--- src/hdl/spq_pkg.sv ---
// sorted priority queue: shared package
// action, status and sequencer state codes plus the sequencer control struct
// no dependencies
package spq_pkg;

    localparam int TOTAL_BITS  = 5;
    localparam int ACTION_BITS = 2;
    localparam int STATUS_BITS = 2;

    typedef enum logic [ACTION_BITS-1:0] {
        ACT_ENQUEUE = 2'd0,
        ACT_DEQUEUE = 2'd1,
        ACT_PEEK    = 2'd2,
        ACT_NONE    = 2'd3
    } action_t;

    typedef enum logic [STATUS_BITS-1:0] {
        ST_OK    = 2'd0,
        ST_FULL  = 2'd1,
        ST_EMPTY = 2'd2
    } status_t;

    typedef enum logic [2:0] {
        S_IDLE,
        S_PLAN,
        S_READ,
        S_EVAL,
        S_WRNEW
    } seq_state_t;

    // strobes from the sequencer to the slot store and result registers
    typedef struct packed {
        logic    rd_en;
        logic    wr_en;
        logic    wr_new;
        logic    take_head;
        logic    finish;
        status_t status;
    } seq_ctl_t;

endpackage

--- src/hdl/sorted_priority_queue.sv ---
// sorted priority queue: top level
// request capture, write data select and result registers around the store and sequencer
// depends on spq_pkg, spq_store, spq_seq
//
//  channel   | handshake            | fields
//  ----------+----------------------+-----------------------------------------------
//  request   | start, busy          | action, item_key, item_payload
//  result    | done (one-cycle)     | status, head_key, head_payload, entry_total,
//            |                      | is_empty
//
// a request needs no slot walk when refused, on an empty queue or as the first entry
// peek reads the head slot only; enqueue walks up from the tail, moving down each entry
// the new one goes ahead of, with a separate write when it lands at the head; dequeue
// reads every entry held and moves each up one place; the walk is set by the single
// slot memory port pair: one read then one compare/write per slot; reset clears the
// sequencer, entry count, done, status, entry total and is_empty, but not the head
// fields or slot contents; done is a registered pulse and cannot be held off by the receiver
module sorted_priority_queue #(
    parameter int DEPTH        = 16,
    parameter int KEY_BITS     = 8,
    parameter int PAYLOAD_BITS = 32
) (
    input  logic                                clk,
    input  logic                                rst_n,
    input  logic                                start,
    output logic                                busy,
    input  logic [spq_pkg::ACTION_BITS-1:0]     action,
    input  logic [KEY_BITS-1:0]                 item_key,
    input  logic [PAYLOAD_BITS-1:0]             item_payload,
    output logic                                done,
    output logic [spq_pkg::STATUS_BITS-1:0]     status,
    output logic [KEY_BITS-1:0]                 head_key,
    output logic [PAYLOAD_BITS-1:0]             head_payload,
    output logic [spq_pkg::TOTAL_BITS-1:0]      entry_total,
    output logic                                is_empty
);
    import spq_pkg::*;

    localparam int IW = $clog2(DEPTH);
    localparam int CW = $clog2(DEPTH + 1);

    logic                    accept;
    seq_ctl_t                ctl;
    logic [IW-1:0]           rd_addr, wr_addr;
    logic [CW-1:0]           count_upd;
    logic [KEY_BITS-1:0]     rd_key;
    logic [PAYLOAD_BITS-1:0] rd_payload;
    logic [KEY_BITS-1:0]     wr_key;
    logic [PAYLOAD_BITS-1:0] wr_payload;

    // captured request
    logic [KEY_BITS-1:0]     key_reg;
    logic [PAYLOAD_BITS-1:0] payload_reg;

    // result registers
    logic                    done_reg;
    status_t                 status_reg;
    logic [KEY_BITS-1:0]     head_key_reg;
    logic [PAYLOAD_BITS-1:0] head_payload_reg;
    logic [TOTAL_BITS-1:0]   total_reg;
    logic                    empty_reg;

    assign accept = start && !busy;

    spq_seq #(
        .DEPTH    (DEPTH),
        .KEY_BITS (KEY_BITS)
    ) u_seq (
        .clk       (clk),
        .rst_n     (rst_n),
        .start     (accept),
        .act       (action_t'(action)),
        .new_key   (key_reg),
        .rd_key    (rd_key),
        .ctl       (ctl),
        .rd_addr   (rd_addr),
        .wr_addr   (wr_addr),
        .count_upd (count_upd),
        .busy      (busy)
    );

    // new entry or the slot just read, moved by one place
    assign wr_key     = ctl.wr_new ? key_reg     : rd_key;
    assign wr_payload = ctl.wr_new ? payload_reg : rd_payload;

    spq_store #(
        .DEPTH        (DEPTH),
        .KEY_BITS     (KEY_BITS),
        .PAYLOAD_BITS (PAYLOAD_BITS)
    ) u_store (
        .clk        (clk),
        .wr_en      (ctl.wr_en),
        .wr_addr    (wr_addr),
        .wr_key     (wr_key),
        .wr_payload (wr_payload),
        .rd_en      (ctl.rd_en),
        .rd_addr    (rd_addr),
        .rd_key     (rd_key),
        .rd_payload (rd_payload)
    );

    // request payload, no reset needed
    always_ff @(posedge clk)
    begin
        if (accept)
        begin
            key_reg     <= item_key;
            payload_reg <= item_payload;
        end
    end

    // head fields: cleared per request, loaded when the head slot is read
    always_ff @(posedge clk)
    begin
        if (accept)
        begin
            head_key_reg     <= '0;
            head_payload_reg <= '0;
        end
        else if (ctl.take_head)
        begin
            head_key_reg     <= rd_key;
            head_payload_reg <= rd_payload;
        end
    end

    always_ff @(posedge clk or negedge rst_n)
    begin
        if (!rst_n)
        begin
            done_reg   <= 1'b0;
            status_reg <= ST_OK;
            total_reg  <= '0;
            empty_reg  <= 1'b1;
        end
        else
        begin
            done_reg <= ctl.finish;
            if (ctl.finish)
            begin
                status_reg <= ctl.status;
                // count after the request, held to the field width
                total_reg  <= TOTAL_BITS'(count_upd);
                empty_reg  <= (count_upd == '0);
            end
        end
    end

    assign done         = done_reg;
    assign status       = status_reg;
    assign head_key     = head_key_reg;
    assign head_payload = head_payload_reg;
    assign entry_total  = total_reg;
    assign is_empty     = empty_reg;

endmodule

--- src/hdl/spq_store.sv ---
// sorted priority queue: slot memory
// one write port, one read port with registered read data
// depends on nothing
module spq_store #(
    parameter int DEPTH        = 16,
    parameter int KEY_BITS     = 8,
    parameter int PAYLOAD_BITS = 32
) (
    input  logic                        clk,
    input  logic                        wr_en,
    input  logic [$clog2(DEPTH)-1:0]    wr_addr,
    input  logic [KEY_BITS-1:0]         wr_key,
    input  logic [PAYLOAD_BITS-1:0]     wr_payload,
    input  logic                        rd_en,
    input  logic [$clog2(DEPTH)-1:0]    rd_addr,
    output logic [KEY_BITS-1:0]         rd_key,
    output logic [PAYLOAD_BITS-1:0]     rd_payload
);

    logic [KEY_BITS-1:0]     key_mem [DEPTH];
    logic [PAYLOAD_BITS-1:0] pay_mem [DEPTH];
    logic [KEY_BITS-1:0]     rd_key_reg;
    logic [PAYLOAD_BITS-1:0] rd_payload_reg;

    always_ff @(posedge clk)
    begin
        if (wr_en)
        begin
            key_mem[wr_addr] <= wr_key;
            pay_mem[wr_addr] <= wr_payload;
        end
    end

    always_ff @(posedge clk)
    begin
        if (rd_en)
        begin
            rd_key_reg     <= key_mem[rd_addr];
            rd_payload_reg <= pay_mem[rd_addr];
        end
    end

    assign rd_key     = rd_key_reg;
    assign rd_payload = rd_payload_reg;

endmodule

--- src/hdl/spq_seq.sv ---
// sorted priority queue: sequencer with the shared key comparator
// walks the slots one per read/compare pair, owns the entry count
// depends on spq_pkg
module spq_seq #(
    parameter int DEPTH    = 16,
    parameter int KEY_BITS = 8
) (
    input  logic                          clk,
    input  logic                          rst_n,
    input  logic                          start,
    input  spq_pkg::action_t              act,
    input  logic [KEY_BITS-1:0]           new_key,
    input  logic [KEY_BITS-1:0]           rd_key,
    output spq_pkg::seq_ctl_t             ctl,
    output logic [$clog2(DEPTH)-1:0]      rd_addr,
    output logic [$clog2(DEPTH)-1:0]      wr_addr,
    output logic [$clog2(DEPTH+1)-1:0]    count_upd,
    output logic                          busy
);
    import spq_pkg::*;

    localparam int IW = $clog2(DEPTH);
    localparam int CW = $clog2(DEPTH + 1);

    seq_state_t      state_reg, state_next;
    action_t         act_reg;
    logic [IW-1:0]   idx_reg, idx_next;
    logic [CW-1:0]   count_reg, count_next;
    logic [IW-1:0]   last_idx;
    logic            key_lt, key_eq, shift_down;

    // shared comparator: stored key against new key
    assign key_lt = rd_key < new_key;
    assign key_eq = rd_key == new_key;
    // an equal key at the head stays first, elsewhere the new entry goes ahead
    assign shift_down = (idx_reg == '0) ? key_lt : (key_lt || key_eq);

    assign last_idx = IW'(count_reg - CW'(1));

    always_ff @(posedge clk or negedge rst_n)
    begin
        if (!rst_n)
        begin
            state_reg <= S_IDLE;
            act_reg   <= ACT_NONE;
            idx_reg   <= '0;
            count_reg <= '0;
        end
        else
        begin
            state_reg <= state_next;
            idx_reg   <= idx_next;
            count_reg <= count_next;
            if (start && state_reg == S_IDLE)
            begin
                act_reg <= act;
            end
        end
    end

    always_comb
    begin
        state_next = state_reg;
        idx_next   = idx_reg;
        count_next = count_reg;
        ctl        = '0;
        ctl.status = ST_OK;
        rd_addr    = idx_reg;
        wr_addr    = idx_reg;

        unique case (state_reg)
            S_IDLE:
            begin
                if (start)
                begin
                    state_next = S_PLAN;
                end
            end

            S_PLAN:
            begin
                unique case (act_reg) inside
                    ACT_ENQUEUE:
                    begin
                        if (count_reg == CW'(DEPTH))
                        begin
                            ctl.finish = 1'b1;
                            ctl.status = ST_FULL;
                            state_next = S_IDLE;
                        end
                        else if (count_reg == '0)
                        begin
                            ctl.wr_en  = 1'b1;
                            ctl.wr_new = 1'b1;
                            wr_addr    = '0;
                            count_next = count_reg + CW'(1);
                            ctl.finish = 1'b1;
                            state_next = S_IDLE;
                        end
                        else
                        begin
                            idx_next   = last_idx;
                            state_next = S_READ;
                        end
                    end
                    ACT_DEQUEUE, ACT_PEEK:
                    begin
                        if (count_reg == '0)
                        begin
                            ctl.finish = 1'b1;
                            ctl.status = ST_EMPTY;
                            state_next = S_IDLE;
                        end
                        else
                        begin
                            idx_next   = '0;
                            state_next = S_READ;
                        end
                    end
                    default:
                    begin
                        ctl.finish = 1'b1;
                        state_next = S_IDLE;
                    end
                endcase
            end

            S_READ:
            begin
                ctl.rd_en  = 1'b1;
                state_next = S_EVAL;
            end

            S_EVAL:
            begin
                unique case (act_reg) inside
                    ACT_ENQUEUE:
                    begin
                        ctl.wr_en = 1'b1;
                        wr_addr   = idx_reg + IW'(1);
                        if (shift_down)
                        begin
                            if (idx_reg == '0)
                            begin
                                state_next = S_WRNEW;
                            end
                            else
                            begin
                                idx_next   = idx_reg - IW'(1);
                                state_next = S_READ;
                            end
                        end
                        else
                        begin
                            ctl.wr_new = 1'b1;
                            count_next = count_reg + CW'(1);
                            ctl.finish = 1'b1;
                            state_next = S_IDLE;
                        end
                    end
                    ACT_DEQUEUE:
                    begin
                        if (idx_reg == '0)
                        begin
                            ctl.take_head = 1'b1;
                        end
                        else
                        begin
                            ctl.wr_en = 1'b1;
                            wr_addr   = idx_reg - IW'(1);
                        end
                        if (idx_reg == last_idx)
                        begin
                            count_next = count_reg - CW'(1);
                            ctl.finish = 1'b1;
                            state_next = S_IDLE;
                        end
                        else
                        begin
                            idx_next   = idx_reg + IW'(1);
                            state_next = S_READ;
                        end
                    end
                    ACT_PEEK:
                    begin
                        ctl.take_head = 1'b1;
                        ctl.finish    = 1'b1;
                        state_next    = S_IDLE;
                    end
                    default:
                    begin
                        ctl.finish = 1'b1;
                        state_next = S_IDLE;
                    end
                endcase
            end

            S_WRNEW:
            begin
                ctl.wr_en  = 1'b1;
                ctl.wr_new = 1'b1;
                wr_addr    = '0;
                count_next = count_reg + CW'(1);
                ctl.finish = 1'b1;
                state_next = S_IDLE;
            end

            default:
            begin
                state_next = S_IDLE;
            end
        endcase
    end

    assign count_upd = count_next;
    assign busy      = (state_reg != S_IDLE);

endmodule
--- config.mk ---
export PLATFORM = sky130hd
export DESIGN_NAME = sorted_priority_queue
export DESIGN_NICKNAME = d
export VERILOG_FILES = /design/src/hdl/spq_pkg.sv /design/src/hdl/sorted_priority_queue.sv /design/src/hdl/spq_store.sv /design/src/hdl/spq_seq.sv
export SDC_FILE = /design/constraint.sdc
export NUM_CORES = 1
export LEC_CHECK = 0
export BUFFER_PORTS_ARGS = -buffer_cell sky130_fd_sc_hd__buf_2
export CORE_MARGIN = 4
export CORE_UTILIZATION = 40
export CTS_CLUSTER_DIAMETER = 60
export DETAILED_ROUTE_END_ITERATION = 16
export GPL_ROUTABILITY_DRIVEN = 0
export PLACE_DENSITY = 0.56
export SYNTH_ARGS = -nofsm -noshare
export SYNTH_HDL_FRONTEND = slang
export SYNTH_SLANG_ARGS = --single-unit
--- constraint.sdc ---
create_clock -name clk -period 5.4 [get_ports clk]
set_input_delay 0.54 -clock clk [delete_from_list [all_inputs] [get_ports clk]]
set_output_delay 0.54 -clock clk [all_outputs]
set_load 0.01 [all_outputs]
* Word-level counts from Yosys, hierarchy flattened
Memory sizes are Yosys's and may differ from the RTL's. A register that Yosys moved wholly into a read port is not among the register bits.
Cells that the tools add are included.
** Cells by class
- Reductions and logical operators :: 13
- $add $sub $neg :: 4
- Eq/ne operators :: 17
- Magnitude comparators :: 1
- Mux-type cells :: 57
** Operators by type and width (number)
- $mux 4 :: 9
- $mux 32 :: 1
- $pmux 4 s2 :: 4
- $mux 5 :: 5
- $mux 3 :: 5
- $pmux 5 s3 :: 1
- $mux 1 :: 13
- $mux 2 :: 6
- $ne 3x3->1 const B :: 4
- $pmux 3 s2 :: 2
- $pmux 3 s4 :: 1
- $pmux 4 s3 :: 1
- $logic_not 5->1 :: 2
- $pmux 5 s2 :: 1
- $eq 8x8->1 :: 1
- $lt 8x8->1 :: 1
- $mux 8 :: 1
- $pmux 1 s2 :: 4
- $reduce_and 8->1 :: 1
- $eq 3x2->1 const B :: 2
- $ne 3x2->1 const B :: 2
- $pmux 2 s3 :: 1
- $add 5x1->5 const B :: 1
- $eq 5x5->1 const B :: 1
- other kinds (21) :: 22
** Word-level totals
- Memories :: 2
- Output and inout bits :: 50
- Register bits :: 103
- Bits in writable memories :: 640
** Memories
- u_store.pay_mem :: words 16, width 32, rd ports 1, clocked after Yosys merged registers in 1, wr ports 1, line spq_store.sv:21 : logic [PAYLOAD_BITS-1:0] pay_mem [DEPTH];
- u_store.key_mem :: words 16, width 8, rd ports 1, clocked after Yosys merged registers in 1, wr ports 1, line spq_store.sv:20 : logic [KEY_BITS-1:0] key_mem [DEPTH];

* Longest topological paths before layout
- Depth in word-level cells :: 8
- Mapped depth :: 13
- Mapped depth without buffers :: 9

* Hierarchy
A second synthesis with hierarchy kept.
** Unflattened totals
- Cell total of the unflattened synthesis :: 1548
- Area total of the unflattened synthesis :: 30932.2 um^2
** Modules (own cells, without submodules)
- spq_store :: area an instance 25530.7 um^2, cells an instance 1040, instances 1, seq. area each 20419.6 um^2
- sorted_priority_queue :: area an instance 3418.3 um^2, cells an instance 235, instances 1, seq. area each 2228.4 um^2
- spq_seq :: area an instance 1983.2 um^2, cells an instance 273, instances 1, seq. area each 352.8 um^2

* Worst setup path before layout
No wires, ideal clock.
- Kind :: flip-flop to flip-flop
- Start :: reg u_seq.idx_reg[0], in the netlist u_seq.rd_addr[0]
- End :: mem u_store.key_mem[0][0] (enable)
- Setup slack :: 0.958 ns
- Library setup time :: 0.437 ns
- Arrival time :: 4.005 ns
- Path buffers :: 3
- Data required time :: 4.963 ns
- Stages on the path, launching flop included :: 12
- Cells stage by stage :: dfrtp_1 -> clkbuf_1 -> buf_2 -> buf_2 -> inv_1 -> ha_1 -> nor3b_2 -> mux2i_1 -> a22oi_1 -> o22ai_1 -> or2_2 -> nor2_1
** On the way
- Word-level cells in the longest chain between the ends :: 6
- Elaborated cells between the ends (all ways) :: 14
** RTL lines
- from (decl) :: line spq_seq.sv:27 : logic [IW-1:0] idx_reg, idx_next;
- from (signal assigned) :: line spq_seq.sv:52 : idx_reg <= idx_next;
- branches (longest 6 deep; another with $sub 4x1->4)
- to (decl) :: line spq_store.sv:20
Parallel ways; which one is timed is not known.

* Final worst setup path
- Start :: reg u_seq.idx_reg[1], in the netlist u_seq.rd_addr[1]
- End :: mem u_store.pay_mem[6][18] (enable)
** On the way
- Word-level cells in the longest chain between the ends :: 6
- Elaborated cells between the ends (all ways) :: 14
** RTL lines (line)
- branches (longest 6 deep; another with $sub 4x1->4)
- to (decl) :: spq_store.sv:21
Parallel ways; which one is timed is not known.

==> summary.txt <==
Synthesis
  – Post-synthesis cell count: between 1,000 and 1,500
  – Avg Inst Size Synth: 20.8 um2
  – Share of the yosys chip area belonging to registers: around three quarters
  – Synth area leader: sky130_fd_sc_hd__edfxtp_1
  – Flip-flop and latch count after synthesis: around 780
  – Share of the synthesized area in the top cell type: 71.2%
  – Count of flip-flops with a built-in enable after synthesis: 720
  – Distinct cells, synth: between 60 and 70
  – Area of the mapped netlist: 30,400 um2
  – Synth Net Count: 1,520
  – Top flip-flop cell by instance count after synthesis: sky130_fd_sc_hd__edfxtp_1
  – Count of yosys warnings during synthesis: 0
  – Top area cells in the synthesized netlist: sky130_fd_sc_hd__edfxtp_1, sky130_fd_sc_hd__mux4_2, sky130_fd_sc_hd__dfxtp_1
  – Async SR Flop Fraction: 2.94%

Clocking
  – Clock tree buffer depth: 3
  – Hold_buf cts: 1
  – Clock slew at reported path FFs: 0.06 ns
  – Post-cts gate resize count: 0
  – Count of clock tree sinks: between 700 and 800
  – Insertion delay to the later sink of the worst-skew pair: 0.63 ns
  – Root buffer cell: sky130_fd_sc_hd__clkbuf_16
  – Number of buffers added for setup after CTS: 0
  – CTS buffer count: 87
  – H-tree levels: 3
  – CTS tree: built

Power
  – Peak supply drop: 0.000386 V
  – Pwr/cell area: 559 nW/um2
  – Total power draw: 19.7 mW
  – Leakage power total: 11.4 nW

Setup path
  – Top cell family by delay on the critical path: simple AND/OR/NAND/NOR gates
  – Setup Crit Path Kind: reg -> reg
  – Slowest stage cell on the critical path: sky130_fd_sc_hd__buf_4
  – Startpoint types: flop
  – Maximum fanout along the worst path: 40
  – Arrival time at the worst endpoint: 4.13 ns
  – Crit-path cells: inv_1 -> ha_1 -> nor3b_2 -> mux2i_1 -> a22oi_1 -> o22ai_1 -> nand2b_1 -> nor2_4 -> buf_4
  – Peak per-stage delay on the critical path: 0.71 ns
  – Buffering stage count on the worst path with inverters included: 2
  – Required @ worst endpoint: between 5 and 6 ns
  – Sort of element at the end of the critical path: flop
  – R2R setup slack: 1.52 ns

STA
  – Number of pins with negative max-slew slack in the final report: 0
  – Post-layout min period: 3.88 ns
  – Sum of negative setup slack: 0 ns
  – Fin crit share: 71.8%
  – RSZ-0062 raised after global routing: no
  – Slew at the pin with the worst max-slew slack: about 1.1 ns
  – Tightest slew margin relative to the limit: 25.6%
  – Clock tree skew after final layout: 0.0246 ns
  – Setup ws final: 1.52 ns
  – Max frequency: 258 MHz
  – Number of endpoints failing setup at the final stage: 0
  – Final hold vios: 0

Place
  – Number of placed cells counting well taps: 2,482
  – Quantity of I/O buffers inserted on ports: 94
  – DPL Wire Length: 38,300 um
  – Worst slack at placement: ~1.5 ns

Floorplan
  – Standard cell core area: 74,800 um2
  – Starting utilization of the core area: 40.6%
  – Number of top-level pins: 95
  – Overall die height: 284 um
  – Die Footprint: 80,400 um2
  – Number of standard-cell rows in the floorplan: 100
  – Chip Width: 284 um

Job
  – Maxcap violations: 0

Layout
  – Number of flip-flops under the largest register name: 512
  – Leading cell type in the layout, fill and taps excluded: sky130_fd_sc_hd__edfxtp_1
  – Count of fill cells added during filler insertion: 6,238
  – Final Instance Count excl. Fillers: 2,647
  – Share of cells above drive strength 1: 33.3%
  – Area overhead of the layout relative to synthesis: 16.0%
  – Largest Register: u_store.pay_mem
  – Registers with the highest flip-flop counts: u_store.pay_mem (512), u_store.key_mem (128)
  – Commonest cells after routing, fill and taps aside: sky130_fd_sc_hd__edfxtp_1, sky130_fd_sc_hd__mux4_2, sky130_fd_sc_hd__nand2_1, sky130_fd_sc_hd__buf_2, sky130_fd_sc_hd__clkbuf_16
  – Post-route core utilization: 47.1%
  – NumNets Final: 1,665
  – Antenna Cells: 0

Global route
  – First-pass GRT wire length: roughly 100,000 um
  – Pin count of the biggest net entering global routing: ~120
  – Vias in the first global route: 15,300
  – Total global routing track utilization: 17.5%
  – Initial antenna violation count: 0
  – Total congestion overflow: 0

Drt
  – Number of iterations in the first detailed-routing pass: 5
  – Final routed wirelength across all metal layers: approximately 70,000 um
  – Count of routing violations after the opening detailed-route iteration: between 1,000 and 1,500
  – Average via count per standard cell: between 5 and 6
  – Total number of vias: around 15,000
  – Count of unresolved DRC violations after routing: 0
  – Mean routed wirelength per cell: roughly 27 um
  – Antenna viol nets, final: 0

Hold path
  – Hold Path Class: in -> reg

Status
  – Status: complete, no violations
per-layer routing:
layer	track usage, %	share of wire (%)	up-vias
met5	0	0	-
met4	4.07	1.7	0
met3	2.53	4.3	92
met2	29.2	50	366
met1	24.6	44	7764
li1	-	-	6306
kinds of logic after synthesis:
logic type / after synthesis / synth area share [%]
compound gates: 111 / 2.42
xor+xnor: 9 / 0.354
fa+ha+maj: 17 / 0.700
buf+inv: 98 / 1.28
flops: 783 / 75.7
mux: 252 / 16.7
simple gates: 188 / 2.82
metrics by stage:
step	hold slack [ns]	area, um2
6_report	0.0755	35200
2_1_floorplan	0.244	30400
3_3_place_gp	0.441	32300
3_5_place_dp	0.448	32300
4_1_cts	0.0288	35200
5_1_grt	0.0402	35200
area by class of cell:
class	instances	area [um2]	share of cell area [%]
sequential	783	23000	65.3
multi-input combinational	577	7130	20.2
clock buffer	105	2280	6.48
tap	969	1210	3.44
timing repair buffer	133	928	2.63
clock inverter	59	596	1.69
inverter	21	78.8	0.224
power by group:
part	internal, mW	leakage, nW	switching [mW]
sequential	8.13	7.10	0.451
combinational	2.29	2.92	3.00
clock	3.40	1.41	2.44
worst paths after layout:
| check | start | to | depth (start not counted) |
|---|---|---|---|
| max in group asynchronous | rst_n | u_seq.rd_addr[1] | 2 |
| hold reg to reg | head_payload[27] | head_payload[27] | 2 |
| min in group asynchronous | rst_n | u_seq.rd_addr[0] | 2 |
| setup reg to reg | u_seq.rd_addr[1] | u_store.pay_mem[6][18] | 9 |
| setup / recovery | u_seq.rd_addr[1] | u_store.pay_mem[6][18] | 9 |
| hold / removal | item_payload[7] | payload_reg[7] | 1 |
synthesized netlist by cell type, drive strengths merged, types with 4 or more instances:
library cell	count
a21o	4
a21oi	52
a22oi	5
buf	30
clkbuf	47
dfrtp	20
dfxtp	40
edfxtp	720
ha	17
inv	21
mux2	47
mux2i	5
mux4	200
nand2	101
nand3	6
nand4	4
nor2	40
nor3	11
o21ai	14
o22ai	5
xnor2	6
(Power assumes the default switching activity.)
